### config.mk
export PLATFORM = sky130hd
export DESIGN_NAME = gmsd_mul
export DESIGN_NICKNAME = d
export VERILOG_FILES = /design/src/rtl/gmsd_pkg.sv /design/src/rtl/gmsd_mul.sv
export SDC_FILE = /design/constraint.sdc
export NUM_CORES = 2
export LEC_CHECK = 0
export BUFFER_PORTS_ARGS = -buffer_cell sky130_fd_sc_hd__buf_2
export CORE_MARGIN = 3
export CORE_UTILIZATION = 50
export CTS_CLUSTER_SIZE = 40
export DETAILED_ROUTE_END_ITERATION = 8
export PLACE_DENSITY = 0.69
export SLEW_MARGIN = 20
export SYNTH_ARGS = -nofsm -noshare
export SYNTH_HDL_FRONTEND = slang
export SYNTH_SLANG_ARGS = --single-unit
### constraint.sdc
create_clock -name clk -period 7.8 [get_ports clk]
set_clock_uncertainty 0.2 [all_clocks]
set_input_delay 0.39 -clock clk [delete_from_list [all_inputs] [get_ports clk]]
set_output_delay 0.39 -clock clk [all_outputs]
set_load 0.02 [all_outputs]
### src/rtl/gmsd_pkg.sv
// Shared constants, codes and field layout for the grid mass-shift derivative block.
package gmsd_pkg;

	localparam int MAX_CELLS_DEF = 1024;

	// Item kinds carried on the input tuser.
	localparam logic [1:0] KIND_LOAD = 2'd0;
	localparam logic [1:0] KIND_CONN = 2'd1;
	localparam logic [1:0] KIND_READ = 2'd2;

	// Configuration register indexes.
	localparam logic CFG_CELL_COUNT = 1'b0;
	localparam logic CFG_INV_WIDTH  = 1'b1;

	localparam logic [10:0] CELL_COUNT_RST = 11'd1024;
	localparam logic [31:0] INV_WIDTH_RST  = 32'd65536;

	// 0.0001 in unsigned Q0.32.
	localparam logic [18:0] TENTH_MILLI = 19'd429497;

	localparam int MUL_W      = 33;
	localparam int DIVIDEND_W = 32;
	localparam int DER_W      = 48;

	localparam int IN_W  = 200;
	localparam int OUT_W = 64;

	// Input tdata field offsets, lowest bit first.
	localparam int OFS_IDX   = 0;
	localparam int OFS_MASS  = 10;
	localparam int OFS_VOLT  = 35;
	localparam int OFS_RATE  = 67;
	localparam int OFS_COND  = 99;
	localparam int OFS_EFF   = 100;
	localparam int OFS_REST  = 132;
	localparam int OFS_G     = 164;

endpackage

### src/rtl/gmsd_mul.sv
// Shared unsigned multiplier with a registered product.
module gmsd_mul (
	input  logic                         clk,
	input  logic [gmsd_pkg::MUL_W-1:0]   a,
	input  logic [gmsd_pkg::MUL_W-1:0]   b,
	output logic [2*gmsd_pkg::MUL_W-1:0] prod_q
);
	import gmsd_pkg::*;

	always_ff @(posedge clk) begin
		prod_q <= a * b;
	end

endmodule

==> results list <==
- Max-slew violation count: 0
* Most frequent cell on the critical path: fa_1
* Sort of element at the end of the critical path: flip-flop
- Measured on the finished design, the core utilization comes to 56.4%.
- The number of antenna violations at the first check in global routing came to 7.
* Final instance count without filler cells: 5231
* Total global-route track usage: 26.3%
- Share of flip-flops with an asynchronous set or reset: 0%
* Post-detail-place hpwl: 86.4 mm
- Setup repair after global routing could not meet its margin everywhere.
- Compared with the post-synthesis result, the final layout area differs by 10.9%.
- prod_q holds more flip-flops than any other register.
- Post-placement cell count: 5207
- At the end of the flow, the number of nets in the layout was 5563.
* Clock buffer depth: 2
* I/O pin total: 133
- Of the synthesized area, sequential elements account for 3.61%.
* Post-route fraction of the period consumed by the critical path: 99.8%
- The tree built by TritonCTS fans out to 66 sinks.
- Final setup fails: 0
- The critical path is of the primary input to flip-flop type.
* Cell count after synthesis: 4048
- After detailed routing, the number of remaining DRC violations is 0.
* Iter 0 DRT Violations: 1544
* Multi-input gate area in the final layout: 30700 µm²
- The Yosys step of the flow raised 0 warnings.
- In the post-route analysis, the smallest setup slack over all paths is 0.0190 ns.
- The first global-routing pass estimated 158 mm of wire.
* Number of register bits inferred by synthesis: 66
- The tightest hold path in the finished design has a slack of 0.416 ns.
- Largest area contributor in the synthesized netlist: fa_1
* Htree depth: 3
- Slew margin rel.: 66.0%
* Status: completed
- CP max-delay cell: fa_1
* Cell area after technology mapping: 36600 µm²
* Number of nets in the synthesized netlist: 5338
* Critical path peak fanout: 12
* Clock transition at the registers of the reported paths: 0.07 ns
- Number of distinct library cells after synthesis: 57
- Final weighted congestion in routability-driven placement: 0.946
- The floorplan step defined a die boundary enclosing 76500 µm².
* Clock tree from TritonCTS: built
- The largest registers in the layout are prod_q x66.
- Measured along the y axis, the die boundary spans 277 µm.
- For this run, the slowest stage of the critical path takes 0.60 ns.
- Input and output buffers added on the ports amount to 132.
* Number of optimization iterations in the first detailed-route pass: 7
* Core area: 72000 µm²
- Data on the critical path arrives at its endpoint at 7.86 ns.
* Area of all sequential standard cells: 1320 µm²
* Class of the most critical hold timing path: primary input to flip-flop
- Data on the critical path is required at its endpoint by 7.88 ns.
* Number of enable-type register cells in the synthesized netlist: 0
* Slew @ Worst Pin: 0.508 ns
- Most frequent cells in the layout: inv_1, fa_1, and2_1
* Kind of start point of the critical path: primary input
- Based on the critical path, the design can be clocked at up to 0.129 GHz.
- The die is 277 µm wide.
- Total wire length: 97.5 mm
* Number of flip-flops in the largest register: 66
- Global routing finished with a remaining overflow of 0.
- Cell types occupying the most area after synthesis: fa_1, inv_1, and2_1, ha_1, nand2_1
- The tree is rooted in a clkbuf_16.
- Using the TritonRoute via totals, the vias-per-cell ratio works out to 5.20.
- Max-cap violations in this run came to 0.
- Vias post-DR: 27.2k
- The post-route netlist has 11.5% of its cells at a drive strength greater than 1.
- Starting density of the core: 50.9%
- Most frequent standard cell in the layout excluding fill and tap cells: inv_1
- Entering global routing, the biggest net connects 22 pins.
- Flip-flop cell with the highest count after synthesis: dfxtp_1
- The routed design could run at a clock period as short as 7.78 ns.
- In this run the core area contains 98 standard-cell rows.
* Number of buffers added by the clock tree synthesis step: 9
- In this run the remaining antenna-violating nets after routing total 0.
- Dividing the detail-routed wire length by the instance count gives 18.6 µm.
- The total count of hold-check failures in the final report is 0.
* Number of global-route vias before repair: 29.5k
- In this run the biggest area consumer among cell types represents 52.4% of the synthesized area.
- After filler insertion, the fill cell instance count of the layout stands at 6435.
- Mean instance size in the synthesized netlist: 9.04 µm²
* Placement-stage worst setup slack: -0.490 ns
[worst paths after layout]
kind              startpoint    endpoint  cells after the start
setup / recovery       a[14]  prod_q[58]                     25
hold / removal          b[0]   prod_q[0]                      3
[layer usage]
| layer | part of all wire, % | GRT usage (%) |
|---|---|---|
| met2 | 52 | 46.5 |
| met5 | 0.042 | 0 |
| met4 | 6.4 | 14.1 |
| met1 | 37 | 31.5 |
| met3 | 5.2 | 2.97 |
[synth_stat cells (all sizes together), types with 6 or more instances]
library cell and count:
dfxtp 66, nor2b 6, nor2 33, fa 958
a21o 31, and2 574, and3 7, nand3 10
o21bai 8, a21oi 73, inv 1049, a31oi 6
xnor2 41, nand4 16, clkbuf 209, nand2 568
xor2 24, o21ai 40, o21a 7, ha 265
[layout make-up]
type / instances / share of cell area, %
multi-input combinational: 2722 / 75.7
inverter: 1049 / 9.70
timing repair buffer: 425 / 7.63
sequential: 66 / 3.25
tap: 950 / 2.93
clock buffer: 9 / 0.555
clock inverter: 6 / 0.228
antenna: 4 / 0.0246
[worst max-delay path: cells and delay by family]
| kind | cells | cell delay (ns) |
|---|---|---|
| xor gates and xnor gates | 1 | 0.14 |
| AOI/OAI and AO/OA | 5 | 1.04 |
| adders and majority gates | 9 | 4.47 |
| buffers and inverters | 5 | 0.42 |
| and+or+nand+nor | 5 | 1.36 |
[kinds of logic (layout without fill, tap and decap cells)]
| family | count (synthesis) | in the layout | synth area share (%) |
|---|---|---|---|
| xor+xnor | 65 | 65 | 1.56 |
| fa+ha+maj | 1223 | 1223 | 61.5 |
| compound gates | 201 | 201 | 3.45 |
| other cells | 0 | 4 | 0 |
| flops | 66 | 66 | 3.61 |
| simple gates | 1233 | 1233 | 17.0 |
| buf+inv | 1260 | 1489 | 12.9 |
[metrics by stage]
stage | setup TNS (ns) | instance area (µm²)
2_1_floorplan | 0 | 36600
3_3_place_gp | -2.07 | 39900
3_5_place_dp | -3.67 | 39900
4_1_cts | 0 | 40300
5_1_grt | -0.354 | 40600
6_report | 0 | 40600
[repair_timing]
| action | CTS | global route |
|---|---|---|
| setup buffers | 0 | 5 |
| pin swaps | 3 | 27 |
| hold endpoints to repair | 0 | 0 |
| cloned | 0 | 0 |
| resized for setup | 4 | 100 |
| hold buffers | 0 | 0 |
| endpoints found under the setup margin | 2 | 20 |
Power is not shown: default switching activity piles up to over one toggle a cycle in this logic, so the estimate is an artifact.
