===== src/rtl/gmsd_pkg.sv =====
// Shared constants, codes and field layout for the grid mass-shift derivative block.
package gmsd_pkg;

	localparam int MAX_CELLS_DEF = 1024;

	// Item kinds carried on the input tuser.
	localparam logic [1:0] KIND_LOAD = 2'd0;
	localparam logic [1:0] KIND_CONN = 2'd1;
	localparam logic [1:0] KIND_READ = 2'd2;

	// Configuration register indexes.
	localparam logic CFG_CELL_COUNT = 1'b0;
	localparam logic CFG_INV_WIDTH  = 1'b1;

	localparam logic [10:0] CELL_COUNT_RST = 11'd1024;
	localparam logic [31:0] INV_WIDTH_RST  = 32'd65536;

	// 0.0001 in unsigned Q0.32.
	localparam logic [18:0] TENTH_MILLI = 19'd429497;

	localparam int MUL_W      = 33;
	localparam int DIVIDEND_W = 32;
	localparam int DER_W      = 48;

	localparam int IN_W  = 200;
	localparam int OUT_W = 64;

	// Input tdata field offsets, lowest bit first.
	localparam int OFS_IDX   = 0;
	localparam int OFS_MASS  = 10;
	localparam int OFS_VOLT  = 35;
	localparam int OFS_RATE  = 67;
	localparam int OFS_COND  = 99;
	localparam int OFS_EFF   = 100;
	localparam int OFS_REST  = 132;
	localparam int OFS_G     = 164;

endpackage


===== src/rtl/gmsd_mod.sv =====
// Radix-2 restoring remainder unit: one dividend bit per cycle.
module gmsd_mod #(
	parameter int CW = 11
) (
	input  logic                              clk,
	input  logic                              arst_n,
	input  logic                              start,
	input  logic [gmsd_pkg::DIVIDEND_W-1:0]   dividend,
	input  logic [CW-1:0]                     divisor,
	output logic                              busy_q,
	output logic [CW-1:0]                     rem_q
);
	import gmsd_pkg::*;

	localparam int SW = $clog2(DIVIDEND_W);

	logic [SW-1:0]         cnt_q;
	logic [DIVIDEND_W-1:0] dq_q;
	logic [CW:0]           r_try;
	logic [CW:0]           r_next;

	always_comb begin
		r_try = {rem_q, dq_q[DIVIDEND_W-1]};
		if (r_try >= {1'b0, divisor}) begin
			r_next = r_try - {1'b0, divisor};
		end else begin
			r_next = r_try;
		end
	end

	always_ff @(posedge clk or negedge arst_n) begin
		if (!arst_n) begin
			busy_q <= 1'b0;
			cnt_q  <= '0;
		end else if (start) begin
			busy_q <= 1'b1;
			cnt_q  <= '0;
		end else if (busy_q) begin
			cnt_q <= cnt_q + SW'(1);
			if (cnt_q == SW'(DIVIDEND_W - 1)) begin
				busy_q <= 1'b0;
			end
		end
	end

	always_ff @(posedge clk) begin
		if (start) begin
			dq_q  <= dividend;
			rem_q <= '0;
		end else if (busy_q) begin
			dq_q  <= {dq_q[DIVIDEND_W-2:0], 1'b0};
			rem_q <= r_next[CW-1:0];
		end
	end

endmodule

===== config.mk =====
export PLATFORM = sky130hd
export DESIGN_NAME = gmsd_mod
export DESIGN_NICKNAME = d
export VERILOG_FILES = /design/src/rtl/gmsd_pkg.sv /design/src/rtl/gmsd_mod.sv
export SDC_FILE = /design/constraint.sdc
export NUM_CORES = 1
export LEC_CHECK = 0
export BUFFER_PORTS_ARGS = -buffer_cell sky130_fd_sc_hd__clkbuf_2
export CAP_MARGIN = 20
export CELL_PAD_IN_SITES_DETAIL_PLACEMENT = 1
export CELL_PAD_IN_SITES_GLOBAL_PLACEMENT = 2
export CORE_ASPECT_RATIO = 1.25
export CORE_MARGIN = 1.5
export CORE_UTILIZATION = 35
export DETAILED_ROUTE_END_ITERATION = 12
export PLACE_DENSITY_LB_ADDON = 0.12
export SYNTH_ARGS = -nofsm -noshare
export SYNTH_HDL_FRONTEND = slang
export SYNTH_SLANG_ARGS = --single-unit

===== constraint.sdc =====
create_clock -name clk -period 2.66 [get_ports clk]
set_clock_uncertainty 0.1 [all_clocks]
set_input_delay 0.532 -clock clk [delete_from_list [all_inputs] [get_ports clk]]
set_output_delay 0.532 -clock clk [all_outputs]
set_load 0.01 [all_outputs]

==> out/metrics.yaml <==
max_stage_delay_ns: 0.40
drt_iter0_markers: 48
path_buf_inv: 1
final_net_count: 372
syn_avg_cell_area_um2: 11.67
core_um2: 7445
hold_depth: 2
layout_commonest_cell: "clkbuf_2"
postSynthNetCount: 293
cts_tree: "built"
diodes: 0
hp-start: "dividend[23]"
clk_pin_slew_ns: 0.09
hpwl_mm: 4.563
drive_gt1_share_pct: 42.81
post_drt_wl_per_cell_um: 15.16
cap_violations: 0
wirelength_mm: 6.141
cp.arrival_ns: 2.60
io_pins: 58
synth_area_leaders: "edfxtp_1 35%, mux2_2 13%, dfxtp_1 8.1%"
ys_types: 54
place_area_um2: 3256
yosysTopAreaCell: "edfxtp_1"
drcViolationCount: 0
path_cells: "inv_1, ha_1, fa_1, nor2b_2, o22a_1, o2111a_2, a211oi_4, or3b_1, a311oi_1"
crit_path_start_kind: "flop"
die_height_um: 101.6
final_cell_area_um2: 3382
rsz0062_at_grt: "false"
viasPerCell: 5.037
status: "finished clean"
cts_buffers: 5
gp_congestion: 0.7251
endpoint_kind: "flop"
clock.fmax_mhz: 401.1
clock_sinks: 49
antenna_found_initial: 0
setup_viol: 0
clock_path_buffers: 2
p_leak_nw: 1.534
synth_area_um2: 2720
ys_dominant_reg_cell: "edfxtp_1"
root_buffer: "clkbuf_8"
reg2reg_to: "rem_q[6]$_SDFFE_PP0P_"
fp.dieW_um: 81.85
reg2regPathDepth: 9
synth_edf_count: 32
async_reset_ff_share_pct: 12.24
finalHoldViolations: 0
period_share_pct: 93.73
htree_levels: 2
grt_max_degree: 50
r2r-start: "dq_q[31]$_DFFE_PP_"
ys_seq_area_share_pct: 48.94
synth_top_area_share_pct: 35.33
utilization_pct: 45.43
dieArea_um2: 8313
min_period_ns: 2.493
timing.reg2reg.setup_slack_ns: 0.17
hp-class: "primary input to flop"
min_to: "dq_q[23]$_DFFE_PP_"
grt.overflow.total: 0
ys_seq_elements: 49
required_ns: 2.77
fillers: 871
clk_latency_ns: 0.30
dr.pass1.iters: 4
slew_headroom_pct: 48.44
rows: 35
crit_family: "compound AO/OA/AOI/OAI gates"
drv_slew: 0
initial_core_util_pct: 36.54
portBuffers: 57
slowest_stage: "fa_1"
synth_cells: 233
track_usage_pct: 15.52
grt_pass1_vias: 2066
ir_drop_mv: 0.3155
via_count: 2040
synth_warnings: 0
critPathKind: "flop to flop"
grt_pass1_wl_mm: 9.784
worst_pin_slew_ns: 0.7735
ant_nets: 0
power.density_nw_per_um2: 823.8
layout_common_cells: "57 x clkbuf_2, 32 x mux2_2, 32 x edfxtp_1, 24 x buf_4, 17 x inv_1"
path_max_fanout: 6
syn_to_final_growth_pct: 24.33
-- layer usage --
layer	routed length [um]	track usage [%]
met1	2819	19.73
met2	3018	26.23
met3	208	2.072
met4	95	6.258
met5	0	0
-- cell usage after synthesis (5+ instances only) --
cell and n:
dfxtp_1 11, a311oi_1 7, nand2_1 15, o21ai_0 6
inv_1 17, ha_1 13, nor2_1 16, dfrtp_1 6
buf_1 5, mux2_2 32, edfxtp_1 32, mux2i_1 5
-- kinds of logic (layout without fill, tap and decap cells) --
group                      count (synthesis)  count (layout)  synth area share, %
and+or+nand+nor                           58              58                11.32
AOI/OAI and AO/OA                         42              42                12.01
DFF                                       49              49                48.94
xor gates and xnor gates                   6               6                1.932
adders and majority gates                 14              14                6.716
buffers and inverters                     27             107                4.002
muxes                                     37              37                15.09
-- state kept, by name (all words and copies together) (netlist names) --
register and cells:
rem_q 11, cnt_q 5, dq_q 32, busy_q 1
-- power breakdown --
group	leakage (nW)	internal (mW)	switching, mW	total (mW)
Clock	0.0445	0.212	0.246	0.458
Sequential	0.507	0.942	0.0899	1.03
Combinational	0.983	0.650	0.646	1.30
-- cell type report --
class	instances	area (um2)	area share (%)
clock buffers	7	86.33	2.553
clock inverters	1	7.507	0.2220
inverters	17	63.81	1.887
multi-input cells	157	1303	38.51
flip-flops and latches	49	1331	39.36
well taps	92	115.1	3.404
repair buffers	82	475.5	14.06
-- per-stage QoR --
step / total power [mW] / hold WS (ns) / TNS, ns / cells / setup slack [ns]
4_1_cts: 2.793 / 0.4182 / 0 / 405 / 0.06183
2_1_floorplan: 1.819 / 0.1364 / 0 / 233 / 0.01950
6_report: 2.786 / 0.4235 / 0 / 405 / 0.1669
3_5_place_dp: 2.322 / 0.2724 / -0.9222 / 396 / -0.2074
3_3_place_gp: 2.306 / 0.2702 / -0.5391 / 396 / -0.1194
5_1_grt: 2.995 / 0.4201 / 0 / 405 / 0.007069
-- worst reg2reg max path, cell delays in order, from the launching register on --
cell	delay, ns
edfxtp_1	0.35
inv_1	0.06
ha_1	0.20
fa_1	0.40
nor2b_2	0.14
o22a_1	0.17
o2111a_2	0.26
a211oi_4	0.07
or3b_1	0.40
a311oi_1	0.26
-- worst max-delay path by stage --
stage | end | depth (start not counted) | start | slack (ns)
2_1_floorplan | rem_q[10]$_SDFFE_PP0P_ | 9 | divisor[0] | 0.02
3_3_place_gp | rem_q[0]$_SDFFE_PP0P_ | 9 | divisor[3] | -0.12
3_5_place_dp | rem_q[10]$_SDFFE_PP0P_ | 9 | divisor[0] | -0.21
4_1_cts | rem_q[10]$_SDFFE_PP0P_ | 9 | dq_q[31]$_DFFE_PP_ | 0.06
5_1_grt | rem_q[6]$_SDFFE_PP0P_ | 9 | dq_q[31]$_DFFE_PP_ | 0.007
6_report | rem_q[6]$_SDFFE_PP0P_ | 9 | dq_q[31]$_DFFE_PP_ | 0.17
-- what timing repair did --
action,CTS,global route
hold endpoints to repair,6,0
hold buffers,1,0
setup endpoints to repair,0,5
buffers inserted,0,0
gates resized for setup,0,5
Power figures use the tool's default switching activity.
